===== config.mk =====
export PLATFORM = sky130hd
export DESIGN_NAME = software_timer_bank_core
export DESIGN_NICKNAME = d
export VERILOG_FILES = /design/src/rtl/core/stb_pkg.sv /design/src/rtl/core/software_timer_bank_core.sv /design/src/rtl/core/stb_ctrl.sv /design/src/rtl/core/stb_datapath.sv
export SDC_FILE = /design/constraint.sdc
export NUM_CORES = 1
export LEC_CHECK = 0
export BUFFER_PORTS_ARGS = -buffer_cell sky130_fd_sc_hd__buf_2
export CORE_ASPECT_RATIO = 1.1
export CORE_MARGIN = 4
export CORE_UTILIZATION = 40
export CTS_CLUSTER_SIZE = 24
export DETAILED_ROUTE_END_ITERATION = 10
export PLACE_DENSITY = 0.67
export REMOVE_ABC_BUFFERS = 1
export SYNTH_ARGS = -nofsm -noshare
export SYNTH_HDL_FRONTEND = slang
export SYNTH_HIERARCHICAL = 1
export SYNTH_SLANG_ARGS = --single-unit

===== constraint.sdc =====
create_clock -name clk_i -period 9.62 [get_ports clk_i]
set_clock_uncertainty 0.15 [all_clocks]
set_input_delay 0.962 -clock clk_i [delete_from_list [all_inputs] [get_ports clk_i]]
set_output_delay 0.962 -clock clk_i [all_outputs]
set_load 0.1 [all_outputs]

===== src/rtl/core/stb_pkg.sv =====
package stb_pkg;

  // Bank geometry
  localparam int NumTimers  = 16;
  localparam int CountW     = 32;
  localparam int MaxResults = 16;

  localparam int IdxW     = (NumTimers > 1) ? $clog2(NumTimers) : 1;
  localparam int CntW     = $clog2(NumTimers + 1);
  localparam int FireIdxW = $clog2(MaxResults);
  localparam int FireCntW = $clog2(MaxResults + 1);

  // Operation codes
  typedef enum logic [1:0] {
    OP_START = 2'd0,
    OP_STOP  = 2'd1,
    OP_TICK  = 2'd2
  } opcode_e;

  // Result status codes
  typedef enum logic [1:0] {
    ST_OK        = 2'd0,
    ST_START_ERR = 2'd1,
    ST_STOP_ERR  = 2'd2
  } status_e;

  typedef struct packed {
    logic [1:0]  opcode;
    logic [3:0]  timer_id;
    logic [30:0] initial_ms;
    logic [30:0] interval_ms;
    logic        oneshot;
    logic [23:0] elapsed_ms;
  } stb_in_t;

  typedef struct packed {
    logic [1:0] status;
    logic       fired;
    logic [3:0] fired_id;
    logic [4:0] active_count;
    logic       last;
  } stb_out_t;

  // Controller to datapath
  typedef struct packed {
    logic apply_op;
    logic tick_start;
    logic walk_step;
    logic emit_load;
  } stb_cmd_t;

  // Datapath to controller
  typedef struct packed {
    logic walk_last;
    logic emit_last;
  } stb_stat_t;

endpackage


===== src/rtl/core/software_timer_bank_core.sv =====
// Bank of one-shot / periodic countdown timers, one slot per timer id.
// Input channel (in_valid_i / in_ready_o / in_data_i) takes one command beat:
// start, stop or tick. Output channel (out_valid_o / out_ready_i /
// out_data_o) returns result beats; the final beat of a command has last set.
// Start, stop and unused codes: one result beat, valid on the cycle after the
// command beat is taken.
// Tick: the bank is walked one slot per cycle, all NumTimers slots, then one
// beat per expired slot in ascending id (at most 16), or a single beat with
// fired clear when nothing expired. Every beat of a tick carries the active
// count after the whole walk.
// One command is in flight at a time: a tick runs the command beat, the walk
// one slot at a time, then its result beats.
// A new command beat is taken while the last result beat is being taken.
// Result beats are held in an output register; while the receiver stalls
// the block simply holds and takes no new command.
// Reset clears every slot to disarmed, the active count to zero and the
// output channel to empty; the block is ready on the first cycle after.
module software_timer_bank_core import stb_pkg::*; (
  input  logic     clk_i,
  input  logic     rst_ni,
  input  logic     in_valid_i,
  output logic     in_ready_o,
  input  stb_in_t  in_data_i,
  output logic     out_valid_o,
  input  logic     out_ready_i,
  output stb_out_t out_data_o
);

  stb_cmd_t  cmd;
  stb_stat_t stat;

  stb_ctrl u_ctrl (
    .clk_i       (clk_i),
    .rst_ni      (rst_ni),
    .in_valid_i  (in_valid_i),
    .in_opcode_i (in_data_i.opcode),
    .in_ready_o  (in_ready_o),
    .out_valid_o (out_valid_o),
    .out_ready_i (out_ready_i),
    .stat_i      (stat),
    .cmd_o       (cmd)
  );

  stb_datapath u_datapath (
    .clk_i      (clk_i),
    .rst_ni     (rst_ni),
    .cmd_i      (cmd),
    .in_data_i  (in_data_i),
    .stat_o     (stat),
    .out_data_o (out_data_o)
  );

endmodule


===== src/rtl/core/stb_ctrl.sv =====
module stb_ctrl import stb_pkg::*; (
  input  logic       clk_i,
  input  logic       rst_ni,
  input  logic       in_valid_i,
  input  logic [1:0] in_opcode_i,
  output logic       in_ready_o,
  output logic       out_valid_o,
  input  logic       out_ready_i,
  input  stb_stat_t  stat_i,
  output stb_cmd_t   cmd_o
);

  typedef enum logic [2:0] {
    S_IDLE = 3'b001,
    S_WALK = 3'b010,
    S_EMIT = 3'b100
  } state_e;

  state_e state_q, state_d;
  logic   out_valid_q, out_valid_d;
  logic   out_free;

  // Sequence one item: apply, or walk the bank then emit the fire list
  always_comb begin
    state_d     = state_q;
    out_valid_d = out_valid_q;
    cmd_o       = '0;
    in_ready_o  = 1'b0;
    out_free    = !out_valid_q || out_ready_i;
    if (out_valid_q && out_ready_i) begin
      out_valid_d = 1'b0;
    end
    case (state_q)
      S_IDLE: begin
        in_ready_o = out_free;
        if (in_valid_i && out_free) begin
          if (in_opcode_i == OP_TICK) begin
            cmd_o.tick_start = 1'b1;
            state_d          = S_WALK;
          end else begin
            cmd_o.apply_op = 1'b1;
            out_valid_d    = 1'b1;
          end
        end
      end
      S_WALK: begin
        cmd_o.walk_step = 1'b1;
        if (stat_i.walk_last) begin
          state_d = S_EMIT;
        end
      end
      S_EMIT: begin
        if (out_free) begin
          cmd_o.emit_load = 1'b1;
          out_valid_d     = 1'b1;
          if (stat_i.emit_last) begin
            state_d = S_IDLE;
          end
        end
      end
      default: begin
        state_d = S_IDLE;
      end
    endcase
  end

  always_ff @(posedge clk_i or negedge rst_ni) begin
    if (!rst_ni) begin
      state_q     <= S_IDLE;
      out_valid_q <= 1'b0;
    end else begin
      state_q     <= state_d;
      out_valid_q <= out_valid_d;
    end
  end

  assign out_valid_o = out_valid_q;

endmodule


===== src/rtl/core/stb_datapath.sv =====
module stb_datapath import stb_pkg::*; (
  input  logic      clk_i,
  input  logic      rst_ni,
  input  stb_cmd_t  cmd_i,
  input  stb_in_t   in_data_i,
  output stb_stat_t stat_o,
  output stb_out_t  out_data_o
);

  localparam int XW = CountW + 32;
  localparam logic signed [CountW-1:0] CountMax = {1'b0, {(CountW-1){1'b1}}};
  localparam logic signed [CountW-1:0] CountMin = {1'b1, {(CountW-1){1'b0}}};

  // Slot state
  logic [NumTimers-1:0]     armed_q;
  logic [NumTimers-1:0]     oneshot_q;
  logic signed [CountW-1:0] rem_q [NumTimers];
  logic [30:0]              ivl_q [NumTimers];
  logic [CntW-1:0]          cnt_q;

  // Tick bookkeeping
  logic [23:0]         elapsed_q;
  logic [IdxW-1:0]     walk_idx_q;
  logic [IdxW-1:0]     fire_ids_q [MaxResults];
  logic [FireCntW-1:0] fire_cnt_q;
  logic [FireCntW-1:0] emit_idx_q;
  stb_out_t            out_q;

  // Start / stop decode
  logic                     id_ok, start_ok, stop_ok;
  logic [IdxW-1:0]          aidx;
  logic [CntW-1:0]          cnt_op;
  logic [1:0]               op_status;
  logic signed [XW-1:0]     init_ext, max_ext, min_ext;
  logic signed [CountW-1:0] init_sat;

  // Walk arithmetic
  logic [IdxW-1:0]          widx;
  logic signed [CountW-1:0] r_cur, r_sub, r_new;
  logic signed [XW-1:0]     r_ext, el_ext, diff, sub_ext, ivl_ext, sum;
  logic                     fire_now, push;

  assign max_ext = {{(XW-CountW){1'b0}}, CountMax};
  assign min_ext = {{(XW-CountW){1'b1}}, CountMin};

  // Decode start and stop against the addressed slot
  always_comb begin
    id_ok    = int'(in_data_i.timer_id) < NumTimers;
    aidx     = IdxW'(in_data_i.timer_id);
    start_ok = (in_data_i.opcode == OP_START) && id_ok && !armed_q[aidx];
    stop_ok  = (in_data_i.opcode == OP_STOP) && id_ok && armed_q[aidx];
    cnt_op   = cnt_q;
    if (start_ok) begin
      cnt_op = cnt_q + CntW'(1);
    end else if (stop_ok) begin
      cnt_op = cnt_q - CntW'(1);
    end
    op_status = ST_OK;
    if (in_data_i.opcode == OP_START && !start_ok) begin
      op_status = ST_START_ERR;
    end else if (in_data_i.opcode == OP_STOP && !stop_ok) begin
      op_status = ST_STOP_ERR;
    end
    init_ext = XW'(in_data_i.initial_ms);
    init_sat = (init_ext > max_ext) ? CountMax : init_ext[CountW-1:0];
  end

  // Subtract elapsed time, saturate low, reload on expiry and saturate high
  always_comb begin
    widx    = walk_idx_q;
    r_cur   = rem_q[widx];
    r_ext   = {{(XW-CountW){r_cur[CountW-1]}}, r_cur};
    el_ext  = XW'(elapsed_q);
    diff    = r_ext - el_ext;
    r_sub   = (diff < min_ext) ? CountMin : diff[CountW-1:0];
    sub_ext = {{(XW-CountW){r_sub[CountW-1]}}, r_sub};
    ivl_ext = XW'(ivl_q[widx]);
    sum     = sub_ext + ivl_ext;
    r_new   = r_sub;
    if (r_sub[CountW-1]) begin
      r_new = (sum > max_ext) ? CountMax : sum[CountW-1:0];
    end
    fire_now = cmd_i.walk_step && armed_q[widx] && r_sub[CountW-1];
    push     = fire_now && (int'(fire_cnt_q) < MaxResults);
  end

  assign stat_o.walk_last = (int'(walk_idx_q) == NumTimers - 1);
  assign stat_o.emit_last = (fire_cnt_q == '0) ||
                            (emit_idx_q == fire_cnt_q - FireCntW'(1));

  function automatic logic [4:0] sat_count(input logic [CntW-1:0] c);
    sat_count = (int'(c) > 31) ? 5'd31 : 5'(c);
  endfunction

  // Control state: armed bits, active count and walk counters
  always_ff @(posedge clk_i or negedge rst_ni) begin
    if (!rst_ni) begin
      armed_q    <= '0;
      cnt_q      <= '0;
      walk_idx_q <= '0;
      fire_cnt_q <= '0;
      emit_idx_q <= '0;
    end else begin
      if (cmd_i.apply_op) begin
        if (start_ok) armed_q[aidx] <= 1'b1;
        if (stop_ok) armed_q[aidx] <= 1'b0;
        cnt_q <= cnt_op;
      end
      if (fire_now && oneshot_q[widx]) begin
        armed_q[widx] <= 1'b0;
        cnt_q         <= cnt_q - CntW'(1);
      end
      if (cmd_i.tick_start) begin
        walk_idx_q <= '0;
        fire_cnt_q <= '0;
        emit_idx_q <= '0;
      end else begin
        if (cmd_i.walk_step) walk_idx_q <= walk_idx_q + IdxW'(1);
        if (push) fire_cnt_q <= fire_cnt_q + FireCntW'(1);
        if (cmd_i.emit_load) emit_idx_q <= emit_idx_q + FireCntW'(1);
      end
    end
  end

  // Slot payload, fire list and result register
  always_ff @(posedge clk_i) begin
    if (cmd_i.tick_start) begin
      elapsed_q <= in_data_i.elapsed_ms;
    end
    if (cmd_i.apply_op && start_ok) begin
      rem_q[aidx]     <= init_sat;
      ivl_q[aidx]     <= in_data_i.interval_ms;
      oneshot_q[aidx] <= in_data_i.oneshot;
    end
    if (cmd_i.walk_step && armed_q[widx]) begin
      rem_q[widx] <= r_new;
    end
    if (push) begin
      fire_ids_q[fire_cnt_q[FireIdxW-1:0]] <= widx;
    end
    if (cmd_i.apply_op) begin
      out_q.status       <= op_status;
      out_q.fired        <= 1'b0;
      out_q.fired_id     <= '0;
      out_q.active_count <= sat_count(cnt_op);
      out_q.last         <= 1'b1;
    end else if (cmd_i.emit_load) begin
      out_q.status       <= ST_OK;
      out_q.fired        <= (fire_cnt_q != '0);
      out_q.fired_id     <= (fire_cnt_q != '0) ?
                            4'(fire_ids_q[emit_idx_q[FireIdxW-1:0]]) : 4'd0;
      out_q.active_count <= sat_count(cnt_q);
      out_q.last         <= stat_o.emit_last;
    end
  end

  assign out_data_o = out_q;

endmodule

* After elaboration in Yosys (flattened, before gate mapping)
Memory sizes are Yosys's and may differ from the RTL's.
Cells that the tools add are included.
** Word-level totals
- Memories :: 3
- Memory bits (writable) :: 1072
- Logic and storage cells :: 142
- Register bits after elaboration :: 92
- Output and inout port bits :: 15
** Operators by class
- $add $sub $neg :: 8
- Order comparisons :: 8
- Equality and inequality tests :: 12
- Muxes and demuxes :: 63
- Bitwise logic cells :: 5
- Reductions and logical operators :: 29
** Memories
- u_datapath.rem_q :: words 16, width 32, rd ports 1, clocked after memory_dff 0, write ports 1, RTL line stb_datapath.sv:17 : logic signed [CountW-1:0] rem_q [NumTimers];
- u_datapath.ivl_q :: words 16, width 31, rd ports 1, clocked after memory_dff 0, write ports 1, RTL line stb_datapath.sv:18 : logic [30:0] ivl_q [NumTimers];
- u_datapath.fire_ids_q :: words 16, width 4, rd ports 1, clocked after memory_dff 0, write ports 1, RTL line stb_datapath.sv:24 : logic [IdxW-1:0] fire_ids_q [MaxResults];
** Operators with widths (count)
- $mux 32 :: 4
- $mux 16 :: 5
- $gt 64x32->1 const B :: 1
- $lt 64x32->1 const B :: 1
- $mux 5 :: 8
- $add 32x32->33 :: 1
- $sub 32x25->33 :: 1
- $and 16x16->16 :: 2
- $not 16->16 :: 2
- $reduce_or 32->1 :: 1
- $gt 31x31->1 const B :: 1
- $mux 31 :: 1
- $mux 13 :: 2
- $mux 1 :: 22
- $bwmux 16 :: 1
- $mux 4 :: 4
- $or 16x16->16 :: 1
- $add 5x1->5 const B :: 3
- $mux 3 :: 5
- $logic_and 1x1->1 :: 13
- $bmux 1 s4 :: 3
- $lt 4x5->1 const B :: 2
- $reduce_bool 2->1 :: 5
- $sub 5x1->5 const B :: 2
- other kinds (22) :: 34

* Depth between registers and ports, before layout
- Word-level depth :: 12
- Depth in mapped cells :: 34

* Hierarchy
Netlist, hierarchy kept.
** By module, submodules not included
- stb_datapath :: seq. area each 34598.2 µm², area each 54133.2 µm², times used 1, cells each 3608
- stb_ctrl :: seq. area each 101.3 µm², area each 292.8 µm², times used 1, cells each 27

* Least setup slack after synthesis
Ideal clock, no wire load.
- Path type :: register -> register
- Start :: reg u_datapath.walk_idx_q[0]
- End :: mem u_datapath.rem_q[10][22], data pin
- Setup slack :: 109 ps
- Cell stages (with the launch flop) :: 32
- Data required time :: 9198 ps
- Period minus slack after synthesis :: 9511 ps
- Arrival time :: 9089 ps
- Cell sequence :: dfrtp_1 -> buf_6 -> buf_8 -> buf_2 -> clkbuf_1 -> buf_1 -> buf_1 -> mux4_2 -> mux4_2 -> ha_1 -> nor2b_1 -> o31a_1 -> o21bai_1 -> o311ai_1 -> o21ai_0 -> nand2_1 -> mux2i_1 -> nor2_1 -> clkbuf_1 -> nor2_1 -> ha_1 -> fa_1 -> a211oi_1 -> nor2_1 -> o211ai_1 -> nand2_1 -> a2111oi_0 -> o21ai_0 -> xor2_1 -> mux2i_1 -> clkbuf_1 -> a31oi_1
** On the way
- Longest elaborated chain between the ends :: 9
- Elaborated cells between the ends (all ways) :: 16
** Ends and longest elaborated chain
- start: declaration :: RTL line stb_datapath.sv:23 : logic [IdxW-1:0] walk_idx_q;
- start signal: assignment :: RTL line stb_datapath.sv:118 : if (cmd_i.walk_step) walk_idx_q <= walk_idx_q + IdxW'(1);
- $mem_v2 16x32
- $sub 32x25->33 :: RTL line stb_datapath.sv:74 : diff = r_ext - el_ext;
- $lt 64x32->1 :: RTL line stb_datapath.sv:75 : r_sub = (diff < min_ext) ? CountMin : diff[CountW-1:0];
- $mux 32 :: RTL line stb_datapath.sv:75
- $add 32x32->33 :: RTL line stb_datapath.sv:78 : sum = sub_ext + ivl_ext;
- $gt 64x32->1 :: RTL line stb_datapath.sv:81 : r_new = (sum > max_ext) ? CountMax : sum[CountW-1:0];
- $mux 32 :: RTL line stb_datapath.sv:81
- $mux 32 :: RTL line stb_datapath.sv:80 : if (r_sub[CountW-1]) begin
- $mux 32 (no source line) *
- end: declaration :: RTL line stb_datapath.sv:17
Every way passes the cells marked *; elsewhere a longest branch is shown, timed or not. The select of a mux whose other input is x is not followed.

* Final worst setup path
- Start :: reg u_datapath.walk_idx_q[1]
- End :: mem u_datapath.rem_q[5][10], data pin
Same word-level chain as after synthesis.

==> summary by stage <==
Run status
The flow ran to the end, and the final reports show no timing, DRC or antenna violations.

Finish
Of the cells placed in the final design, the portion with a size suffix greater than 1 is 0.233. The layout-stage area growth over the synthesis result is 11.6%. The net count of the finished layout is 3814. The area taken by multi-input logic gates is 18300 um^2. The utilization of the core after routing is 0.451. The combined flip-flop and latch cell area is 34700 um^2. Once layout is complete, the cells apart from fillers number 5541.

The layout filler cell count is 11700.

Yosys
The count of flip-flops with a built-in enable after synthesis is 1119. The number of synthesized register bits is 1164. Of the total synthesized cell area, the portion taken by full adders, half adders and majority gates is 0.0161.

After synthesis, the largest family of logic cells by area is multiplexers. Of the post-synthesis cell area, the dominant cell type holds 0.617. The proportion of synthesized area in mux cells is 0.158.

The synthesized-area fraction occupied by xor and xnor cells is 0.0114. The netlist uses 86 different library cells. By area the synthesized netlist is led by edfxtp_1 (62%), mux4_2 (14%), a31oi_1 (3.2%). The area share of and/or/nand/nor cells after synthesis is 0.0643. The count of yosys warnings during synthesis is 6. The compound-cell area share of the yosys netlist is 0.0815. edfxtp_1 is the most common cell in the netlist.

The cell count after synthesis came out at 3635. Summing every instance area after synthesis gives 54400 um^2. The dominant cell type by area after synthesis is edfxtp_1.

Averaged over all synthesized cells, the footprint is 15.0 um^2. Among all flip-flop cells after synthesis, the most frequent one is edfxtp_1. The proportion of register bits with asynchronous set or reset after synthesis is 0.0335.

Sorting the synthesized cells by how often they occur yields edfxtp_1 (1119), nor2_1 (378), mux4_2 (334), a31oi_1 (280), nand2_1 (248). The sequential element share of the synthesized area is 0.638.

GRT
The wire length of the first global-routing pass is 221 mm. For this run, the total global-route usage over all layers was measured as 0.210. The initial antenna violation count was 30. Entering global routing, the biggest net connects 73 pins. The total global routing overflow is 0. The via count of the first global-routing pass is 32700.

Clock tree
The quantity of gates resized following cts is 0. The number of buffers created by CTS is 112. The clock passes through at most 3 buffers. The clock-pin slew on the worst setup and hold paths is 0.07 ns. TritonCTS built the clock tree. The later-pin clock latency in the skew report is 0.75 ns.

The root buffer cell is clkbuf_16. The clock drives 1164 sinks. After clock tree synthesis, the flow added hold-fix buffers numbering 0.

The number of buffers inserted to repair setup after CTS is 0. The H-tree generated during clock tree synthesis spans 3 levels.

Worst setup path
Along the worst path, the maximum fanout reaches 45. Walking the worst path, the cells encountered are buf_4, mux4_2, mux4_2, ha_1, and3_1, and3_1, a211oi_2, a211oi_1, nor4_1, mux2i_1, nor2_2, buf_4, nor2_1, ha_1, o211ai_1, a21oi_1, nand4b_1, a31oi_1, o21ai_0, a2111oi_0, or4b_4, or2_4, buf_4, a31oi_1. At the worst endpoint, the arrival time is 8.94 ns. The worst setup path is captured at a register. The critical path is of the reg -> reg type. STA classifies the critical path startpoint as a register. The library cell contributing the largest single delay on the critical path is dfrtp_4. The startpoint identified for the worst register-to-register timing path is u_datapath/walk_idx_q[1]. The setup slack of the most critical reg-to-reg path is 0.98 ns. For the worst setup path, the data required time is 9.92 ns.

The end of the worst register-to-register path is u_datapath/rem_q[5][10]. Counting stages on the worst path, the most repeated cell is buf_4. The delay of the slowest critical-path stage is 0.91 ns. The number of buffers and inverters on the critical path is 3. The family with the most delay on the worst path is compound AO/OA/AOI/OAI gates. The number of cells on the worst reg-to-reg path is 24.

Route
In the final routed layout, each cell accounts on average for 27.4 um. Using the TritonRoute via totals, the vias-per-cell ratio works out to 6.02. Once detail routing completed, the nets flagged for antenna violations numbered 0. The number of optimization iterations in the first detailed-route pass is 8.

The wire length reported by the detailed router is 152 mm. After detailed routing, the number of remaining DRC violations is 0. For this block, the via count after detailed routing is 33300. The number of DRC markers in iteration 0 is 4099.

Job
Across the run, the number of max-cap violations was 0.

Placement
The final RePlAce weighted congestion is 0.896. The port buffer count is 111. The detailed-placement wirelength estimate is 84.7 mm. The number of placed instances, taps included, is 5321.

Floorplan
From left edge to right edge, the die measures 360 um. The area inside the core boundary is 135000 um^2. The total die area is 142000 um^2. The initial utilization of the core area, before any placement, comes to 0.404.

The number of standard-cell rows in the floorplan is 141. The overall die height is 395 um. During I/O placement, the number of pins put on the boundary was 112.

Timing
At the pin with the least slew margin, the transition time is 1.37 ns. Adding up every negative setup slack in the final design gives 0 ns. The worst hold slack is 0.228 ns. The worst pin sits at a relative slew slack of 0.0847.

Of the available clock period, the critical path in the final layout requires 0.899. Setup repair after global routing left no endpoint under its margin. Setup violations remaining at the end of the flow were counted as 0. Static timing analysis puts the maximum clock frequency at 116 MHz. The number of hold-slack violations in the final timing report is 0. The final max-slew violation count is 0. For the finished layout, the period the worst path requires is 8.64 ns.

Power
The largest vdd supply drop is 0.198 mV. The static power due to leakage is 19.8 nW. The power per standard cell area is 220 nW/um^2.

Hold path
The tightest min-delay check is of the in -> async type.
## area by class of cell
cell class	count	share of cell area
timing repair buffer	239	0.0260
clock inverter	79	0.0128
inverter	51	0.00315
clock buffer	133	0.0478
tap	1787	0.0368
multi-input combinational	2080	0.301
antenna	8	0.000330
sequential	1164	0.572
## registers in the layout, summed over array words and instances (netlist names), 3 cells and up
| name | cells |
|---|---|
| u_datapath/ivl_q | 496 |
| u_datapath/elapsed_q | 24 |
| u_datapath/fire_cnt_q | 5 |
| u_datapath/emit_idx_q | 5 |
| u_datapath/armed_q | 16 |
| u_datapath/walk_idx_q | 4 |
| u_datapath/rem_q | 512 |
| u_datapath/oneshot_q | 16 |
| u_ctrl/state_q | 3 |
| u_datapath/cnt_q | 5 |
| u_datapath/out_data_o | 13 |
| u_datapath/fire_ids_q | 64 |
## cells in the final DEF (no fill, tap or decap), types with 59 or more instances in the layout
cell type,instances
edfxtp_1,1119
ha_1,67
clkbuf_16,113
a21oi_1,78
o21ai_0,212
nand2_1,248
mux4_2,334
a31oi_1,280
buf_4,123
nor2_1,363
mux2_2,59
buf_2,111
## routing by layer
layer	vias up	routed length, um	GRT usage
met5	-	116	0
met4	20	6840	0.0885
met3	347	14500	0.0430
met2	1775	73100	0.342
met1	16900	57400	0.276
li1	14300	-	-
## where the power goes
part           switching (mW)  internal (mW)  leakage [nW]
logic                    2.18           1.15          7.40
registers              0.0620           5.60          10.6
clock network            1.94           2.44          1.78
## cell families (layout without fill, tap and decap cells)
family | after synthesis | count (layout)
adders and majority gates | 69 | 69
and+or+nand+nor | 795 | 795
AOI/OAI and AO/OA | 728 | 728
xor gates and xnor gates | 71 | 71
DFF | 1164 | 1164
other | 0 | 8
muxes | 417 | 417
buffers and inverters | 391 | 502
## through the flow
step	area [um^2]	worst slack (ns)	power, mW
6_report	60700	0.976	13.4
2_1_floorplan	52900	-11.27	8.10
3_3_place_gp	57000	1.15	8.99
3_5_place_dp	57000	1.08	9.02
5_1_grt	60700	0.431	13.9
4_1_cts	60700	1.07	13.4
## worst register-to-register path, delay by kind of cell, from the launching register on
family	cells	cell delay, ns
AOI/OAI and AO/OA	8	2.25
adders and majority gates	2	0.77
DFF	1	0.91
muxes	3	1.12
buffers and inverters	3	1.13
and+or+nand+nor	8	2.05
## worst max path at each step
stage | startpoint | end | slack [ns] | cells after the start
CTS | u_datapath/walk_idx_q[0] | u_datapath/rem_q[5][10] | 1.07 | 24
global route | u_datapath/walk_idx_q[0] | u_datapath/rem_q[5][10] | 0.43 | 24
floorplan | u_datapath/walk_idx_q[0] | u_datapath/rem_q[15][28] | -11.27 | 23
global placement | u_datapath/walk_idx_q[0] | u_datapath/rem_q[15][10] | 1.15 | 24
detailed placement | u_datapath/walk_idx_q[0] | u_datapath/rem_q[5][16] | 1.08 | 24
finish | u_datapath/walk_idx_q[1] | u_datapath/rem_q[5][10] | 0.98 | 24
Power figures use the tool's default switching activity.
